**src/design/compound_frame_build_check_top_defines.svh**
```systemverilog
// Assertion macros for the compound frame build/check block.
`ifndef COMPOUND_FRAME_BUILD_CHECK_TOP_DEFINES_SVH
`define COMPOUND_FRAME_BUILD_CHECK_TOP_DEFINES_SVH

// Same-cycle implication, clocked on clk_i, off during reset.
`define CFBC_ASSERT_NOW(label, ante, cons) \
  label: assert property (@(posedge clk_i) disable iff (!rst_ni) (ante) |-> (cons)) \
    else $error("cfbc assertion failed");

// Next-cycle implication, clocked on clk_i, off during reset.
`define CFBC_ASSERT_NEXT(label, ante, cons) \
  label: assert property (@(posedge clk_i) disable iff (!rst_ni) (ante) |=> (cons)) \
    else $error("cfbc assertion failed");

`endif

```
**src/design/cfbc_pkg.sv**
```systemverilog
// Constants, status codes and CRC-8 function for the compound frame block.
package cfbc_pkg;

  localparam logic [7:0] CRC_POLY      = 8'h2F;
  localparam logic [7:0] CRC_INIT      = 8'hFF;
  localparam logic [7:0] CRC_XOROUT    = 8'hFF;
  localparam logic [2:0] TYPE_COMPOUND = 3'b001;

  localparam int PAY_W    = 53;
  localparam int PAY_HI_W = 35;
  localparam int PAY_LO_W = 18;

  localparam logic REQ_BUILD = 1'b0;
  localparam logic REQ_CHECK = 1'b1;

  localparam logic [2:0] ST_OK        = 3'd0;
  localparam logic [2:0] ST_BAD_TYPE  = 3'd1;
  localparam logic [2:0] ST_NO_LOCK   = 3'd2;
  localparam logic [2:0] ST_ARQ_SET   = 3'd3;
  localparam logic [2:0] ST_CRC_ERR   = 3'd4;
  localparam logic [2:0] ST_BAD_INDEX = 3'd5;

  // CRC-8 over a 64-bit span, MSB first; unrolls to an XOR network
  function automatic logic [7:0] crc8_span(input logic [63:0] span);
    logic [7:0] c;
    logic       fb;
    c = CRC_INIT;
    for (int i = 63; i >= 0; i--) begin
      fb = c[7] ^ span[i];
      c  = {c[6:0], 1'b0} ^ (fb ? CRC_POLY : 8'h00);
    end
    return c ^ CRC_XOROUT;
  endfunction

endpackage

```
**src/design/compound_frame_build_check_top.sv**
```systemverilog
// Top level: builds or checks one 72-bit compound frame per word.
//
// Input channel (in_valid_i / in_ready_o) carries one request word: a build
// (req_type_i = 0) with payload, language, frame index and count, or a check
// (req_type_i = 1) with a received frame split into high and low parts.
// Output channel (out_valid_o / out_ready_i) returns one result word per
// request: status, built frame (zero on check), CRC and decoded fields.
// A word accepted into the input register moves on to the result register,
// which drives out_valid_o, once that register is free. The path is
// an input register, then the frame/CRC logic, then the result register.
// One word per cycle is sustained while out_ready_i is high; the CRC over the
// 64-bit span is a single XOR network between the two registers.
// When the receiver stalls, the result register holds its word and the
// input register fills; in_ready_o drops only once both are occupied.
// Reset clears both valid flags; no word is lost or repeated across a stall.
`include "compound_frame_build_check_top_defines.svh"

module compound_frame_build_check_top (
  input  logic        clk_i,
  input  logic        rst_ni,
  input  logic        in_valid_i,
  output logic        in_ready_o,
  input  logic        req_type_i,
  input  logic [63:0] rx_frame_high_i,
  input  logic [7:0]  rx_frame_low_i,
  input  logic [cfbc_pkg::PAY_W-1:0] tx_payload_i,
  input  logic [2:0]  tx_lang_i,
  input  logic [2:0]  frame_index_i,
  input  logic [3:0]  frame_count_i,
  output logic        out_valid_o,
  input  logic        out_ready_i,
  output logic [2:0]  status_o,
  output logic [63:0] tx_frame_high_o,
  output logic [7:0]  tx_frame_low_o,
  output logic [7:0]  crc_value_o,
  output logic [2:0]  lang_out_o,
  output logic [2:0]  seq_field_out_o,
  output logic [cfbc_pkg::PAY_W-1:0] payload_out_o
);
  import cfbc_pkg::*;

  // input register
  logic              s1_valid_q;
  logic              req_q;
  logic [63:0]       rxh_q;
  logic [7:0]        rxl_q;
  logic [PAY_W-1:0]  pay_q;
  logic [2:0]        lang_q;
  logic [2:0]        idx_q;
  logic [3:0]        cnt_q;

  // result register
  logic              s2_valid_q;
  logic [2:0]        status_q, status_d;
  logic [63:0]       txh_q, txh_d;
  logic [7:0]        txl_q, txl_d;
  logic [7:0]        crc_q, crc_d;
  logic [2:0]        lang_out_q, lang_out_d;
  logic [2:0]        seq_q, seq_d;
  logic [PAY_W-1:0]  pay_out_q, pay_out_d;

  logic s2_ready, s1_ready;

  assign s2_ready   = !s2_valid_q || out_ready_i;
  assign s1_ready   = !s1_valid_q || s2_ready;
  assign in_ready_o = s1_ready;

  // frame logic
  logic        idx_bad;
  logic [3:0]  cnt_m1;
  logic [2:0]  b_seq;
  logic [63:0] b_hi;
  logic [7:0]  b_lo;
  logic [63:0] span;
  logic [7:0]  crc;

  always_comb begin
    idx_bad = {1'b0, idx_q} >= cnt_q;
    cnt_m1  = cnt_q - 4'd1;
    b_seq   = (idx_q == 3'd0) ? cnt_m1[2:0] : idx_q;
    b_hi    = {TYPE_COMPOUND, b_seq, lang_q, 8'h00, 1'b0,
               pay_q[PAY_W-1:PAY_LO_W], 1'b1, pay_q[PAY_LO_W-1:8]};
    b_lo    = pay_q[7:0];
    if (req_q == REQ_CHECK) begin
      span = {rxh_q[63:55], rxh_q[46:0], rxl_q};
    end else begin
      span = {b_hi[63:55], b_hi[46:0], b_lo};
    end
    crc = crc8_span(span);
  end

  always_comb begin
    status_d   = ST_OK;
    txh_d      = '0;
    txl_d      = '0;
    crc_d      = crc;
    lang_out_d = '0;
    seq_d      = '0;
    pay_out_d  = '0;
    if (req_q == REQ_CHECK) begin
      lang_out_d = rxh_q[57:55];
      seq_d      = rxh_q[60:58];
      pay_out_d  = {rxh_q[45:11], rxh_q[9:0], rxl_q};
      priority if (rxh_q[63:61] != TYPE_COMPOUND) begin
        status_d = ST_BAD_TYPE;
      end else if (!rxh_q[10]) begin
        status_d = ST_NO_LOCK;
      end else if (rxh_q[46]) begin
        status_d = ST_ARQ_SET;
      end else if (rxh_q[54:47] != crc) begin
        status_d = ST_CRC_ERR;
      end else begin
        status_d = ST_OK;
      end
    end else if (idx_bad) begin
      status_d = ST_BAD_INDEX;
      crc_d    = '0;
    end else begin
      txh_d      = {b_hi[63:55], crc, b_hi[46:0]};
      txl_d      = b_lo;
      lang_out_d = lang_q;
      seq_d      = b_seq;
      pay_out_d  = pay_q;
    end
  end

  always_ff @(posedge clk_i or negedge rst_ni) begin
    if (!rst_ni) begin
      s1_valid_q <= 1'b0;
      s2_valid_q <= 1'b0;
    end else begin
      if (s1_ready) begin
        s1_valid_q <= in_valid_i;
      end
      if (s2_ready) begin
        s2_valid_q <= s1_valid_q;
      end
    end
  end

  always_ff @(posedge clk_i) begin
    if (s1_ready && in_valid_i) begin
      req_q  <= req_type_i;
      rxh_q  <= rx_frame_high_i;
      rxl_q  <= rx_frame_low_i;
      pay_q  <= tx_payload_i;
      lang_q <= tx_lang_i;
      idx_q  <= frame_index_i;
      cnt_q  <= frame_count_i;
    end
    if (s2_ready && s1_valid_q) begin
      status_q   <= status_d;
      txh_q      <= txh_d;
      txl_q      <= txl_d;
      crc_q      <= crc_d;
      lang_out_q <= lang_out_d;
      seq_q      <= seq_d;
      pay_out_q  <= pay_out_d;
    end
  end

  assign out_valid_o     = s2_valid_q;
  assign status_o        = status_q;
  assign tx_frame_high_o = txh_q;
  assign tx_frame_low_o  = txl_q;
  assign crc_value_o     = crc_q;
  assign lang_out_o      = lang_out_q;
  assign seq_field_out_o = seq_q;
  assign payload_out_o   = pay_out_q;

  `CFBC_ASSERT_NOW(a_bad_index_zero,
    out_valid_o && status_o == ST_BAD_INDEX,
    crc_value_o == 8'h00 && payload_out_o == '0 && tx_frame_high_o == 64'h0)
  `CFBC_ASSERT_NOW(a_built_frame_fixed,
    out_valid_o && tx_frame_high_o != 64'h0,
    status_o == ST_OK && tx_frame_high_o[63:61] == TYPE_COMPOUND &&
    tx_frame_high_o[10] && !tx_frame_high_o[46])
  `CFBC_ASSERT_NOW(a_ready_when_empty, !out_valid_o, in_ready_o)
  `CFBC_ASSERT_NEXT(a_s1_holds_on_stall, s1_valid_q && !s2_ready, s1_valid_q)

endmodule
```
**config.mk**
```make
export PLATFORM = sky130hd
export DESIGN_NAME = compound_frame_build_check_top
export DESIGN_NICKNAME = d
export VERILOG_FILES = /design/src/design/cfbc_pkg.sv /design/src/design/compound_frame_build_check_top.sv
export VERILOG_INCLUDE_DIRS = /design/src /design/src/design
export SDC_FILE = /design/constraint.sdc
export NUM_CORES = 1
export LEC_CHECK = 0
export ABC_AREA = 1
export BUFFER_PORTS_ARGS = -buffer_cell sky130_fd_sc_hd__buf_2
export CAP_MARGIN = 20
export CORE_MARGIN = 3
export CORE_UTILIZATION = 46
export CTS_CLUSTER_DIAMETER = 50
export CTS_CLUSTER_SIZE = 24
export DETAILED_ROUTE_END_ITERATION = 8
export HOLD_SLACK_MARGIN = 0.03
export PLACE_DENSITY = 0.68
export SYNTH_ARGS = -nofsm -noshare
export SYNTH_HDL_FRONTEND = slang
export SYNTH_SLANG_ARGS = --single-unit
```
**constraint.sdc**
```tcl
create_clock -name clk_i -period 10.72 [get_ports clk_i]
set_clock_uncertainty 0.1 [all_clocks]
set_input_delay 2.144 -clock clk_i [delete_from_list [all_inputs] [get_ports clk_i]]
set_output_delay 2.144 -clock clk_i [all_outputs]
set_load 0.01 [all_outputs]
```
==> flow_summary_export.csv <==
group,metric,value,unit
drt,drc_errors,0,
cells_and_area,diodes,0,
die,rows,67,
timing,tightestPinTransition,0.959,ns
synthesis,syn_avg_cell_area,8.97,µm²
timing,timing.final.crit_share,82.5,%
critical_path,cpPeakStageDelay,0.70,ns
clock_network,clk_pin_slew,0.07,ns
critical_path,path_buf_inv,5,
run,drv_cap,0,
clock_network,cts_resized,0,
cells_and_area,regArea,8280,µm²
drt,antenna_left,0,
die,io_pins,284,
critical_path,worstSetupStartpointType,"register",
synthesis,synth_seq_cells,276,
clock_network,cts_tree,"built",
drt,vias,12500,
timing,finalSetupTns,0,ns
drt,dr_wl_met2,18300,µm
synthesis,synth.cell_area,15700,µm²
drt,wl_met1,15800,µm
clock_network,cts_buffer_depth,3,
critical_path,required,10.95,ns
cells_and_area,area_growth,17.6,%
synthesis,ys_top_cells_by_area,"edfxtp_1, nand2_1, nand3_1, nand2_2, inv_1",
synthesis,synth_edf_count,274,
synthesis,yosys_warnings,0,
clock_network,cts_setup_buffers,0,
drt,drt-pass1-iter-count,5,
cells_and_area,multiInputGateArea,6350,µm²
critical_path,cpMaxStageDelayCell,"buf_4",
critical_path,cp_common_cell,"nand2_1",
synthesis,synthDistinctLibCells,44,
critical_path,critPathMaxFanout,85,
timing,fmax,113,MHz
clock_network,root_buffer,"clkbuf_16",
synthesis,yosys.area.top_type,"edfxtp_1",
hold_path,hold_class,"reg2reg",
global_routing,grt_pass1_wl,57800,µm
global_routing,grt_max_degree,86,
global_routing,antenna_found_initial,1,
outcome,outcome,"completed",
timing,hold_violations,0,
die,die_h,191,µm
critical_path,worstPathArrival,9.08,ns
timing,slew_headroom,36.0,%
global_routing,track_usage,19.6,%
synthesis,yosysSeqAreaShare,52.7,%
drt,highest_layer,"met5",
drt,post_drt_wl_per_cell,14.8,µm
clock_network,insertion_delay,0.56,ns
place,hpwl,28000,µm
cells_and_area,final_nets,2182,
timing,rsz0062_at_grt,"false",
clock_network,postCtsHoldBufs,0,
drt,vias_per_cell,4.98,
critical_path,crit_type,"reg2reg",
synthesis,netlist.area_leader.share,52.4,%
drt,wl_met3,2090,µm
timing,post-route-min-period,8.85,ns
cells_and_area,fin_util,55.0,%
clock_network,cts_max_level,1,
place,gp_congestion,0.895,
die,initial_utilization,46.7,%
place,port_buffers,280,
synthesis,synthFlopType,"edfxtp_1",
place,dp_slack,1.93,ns
die,core,33600,µm²
timing,slew_viol_final,0,
clock_network,cts-buffers-inserted,29,
cells_and_area,fillers,3044,
drt,drt-total-wl,37100,µm
critical_path,critPathTopFamily,"simple AND/OR/NAND/NOR gates",
global_routing,first_global_vias,11600,
die,die_area,36400,µm²
synthesis,synthArstFlopShare,0.725,%
critical_path,critPathCaptureType,"register",
synthesis,syn_inst,1752,
timing,finalSetupViolCount,0,
clock_network,clock-sinks,276,
timing,finalWorstSetupSlack,1.87,ns
die,die_width,191,µm
global_routing,grt-ovfl-total,0,
cells_and_area,drive_gt1_share,29.8,%
drt,first_iter_violations,637,
routing by layer:
layer | GRT usage, % | vias to the layer above
met5 | 0 | -
li1 | - | 6336
met3 | 3.31 | 63
met4 | 4.52 | 2
met1 | 25.4 | 5762
met2 | 34.5 | 317
cell type report:
cell class | instances | area share [%]
Sequential cell | 276 | 44.8
Multi-Input combinational cell | 1212 | 34.4
Timing Repair Buffer | 286 | 7.83
Inverter | 233 | 4.81
Clock buffer | 31 | 3.97
Tap cell | 448 | 3.03
Clock inverter | 19 | 1.21
worst paths after layout:
| check | cells past startpoint | startpoint | slack [ns] | end |
|---|---|---|---|---|
| hold reg to reg | 2 | s1_valid_q | 0.43 | out_valid_o |
| min in group asynchronous | 1 | rst_ni | 1.25 | out_valid_o |
| hold / removal | 2 | s1_valid_q | 0.43 | out_valid_o |
| max in group asynchronous | 1 | rst_ni | 9.18 | s1_valid_q |
| setup / recovery | 76 | req_q | 1.87 | status_o[2] |
| setup reg to reg | 76 | req_q | 1.87 | status_o[2] |
state kept, by name, summed over array words and instances (netlist names):
signal and count:
cnt_q 4, crc_value_o 8, idx_q 3, lang_out_o 3, lang_q 3, out_valid_o 1
pay_q 53, payload_out_o 53, req_q 1, rxh_q 64, rxl_q 8, s1_valid_q 1
seq_field_out_o 3, status_o 3, tx_frame_high_o 60, tx_frame_low_o 8
layout by cell type, fill, tap and decap left out, types with 12 or more instances in the layout:
cell type | netlist | layout
nand3_2 | 34 | 34
xor2_1 | 15 | 15
nor2_1 | 90 | 90
nand2_4 | 41 | 41
inv_2 | 47 | 47
inv_1 | 184 | 182
o21ai_0 | 101 | 101
clkbuf_16 | 0 | 29
nand3_1 | 233 | 233
nand2_2 | 129 | 129
nand3b_1 | 12 | 12
buf_2 | 1 | 280
nand2_1 | 486 | 486
edfxtp_1 | 274 | 274
cells in the mapped netlist, types with 2 or more instances:
cell type,number
o22ai_1,5
nor2_2,5
xnor2_1,5
dfrtp_1,2
o21a_1,4
nand3b_2,2
xnor3_1,2
nand3_2,34
nor2_4,2
nand3_4,2
o21ai_0,101
inv_1,184
o21ai_1,8
buf_8,2
nand2_2,129
clkbuf_1,17
nand3b_1,12
xnor2_2,2
inv_2,47
xor2_2,6
nand4_1,6
edfxtp_1,274
nand3_1,233
nor2_1,90
xor2_1,15
nand2_4,41
nand2_1,486
buf_4,7
ha_1,4
buf_6,6
a21oi_1,6
logic make-up (layout without fill, tap and decap cells):
logic type               after synthesis  count (layout)  synth area share [%]
XOR/XNOR                              32              32                  2.56
flip-flops                           276             276                  52.7
buffers and inverters                266             569                  7.00
AND/OR/NAND/NOR                     1046            1046                  33.2
AO/OA/AOI/OAI                        127             127                  4.20
adder cells (fa/ha/maj)                4               4                 0.319
other                                  1               3                0.0239
per-stage QoR:
step           instance area, µm²  hold WS, ns  cells
2_1_floorplan               15700        0.347   1754
3_3_place_gp                17500        0.396   2455
4_1_cts                     18500        0.431   2505
3_5_place_dp                17500        0.413   2455
6_report                    18500        0.426   2505
5_1_grt                     18500        0.467   2505
worst reg2reg max path: cells and delay by family, from the launching register on:
family	cells	cell delay (ns)
compound gates	1	0.24
buf+inv	5	0.96
flops	1	0.34
simple gates	70	6.94
Power is not shown: default switching activity piles up to over one toggle a cycle in this logic, so the estimate is an artifact.
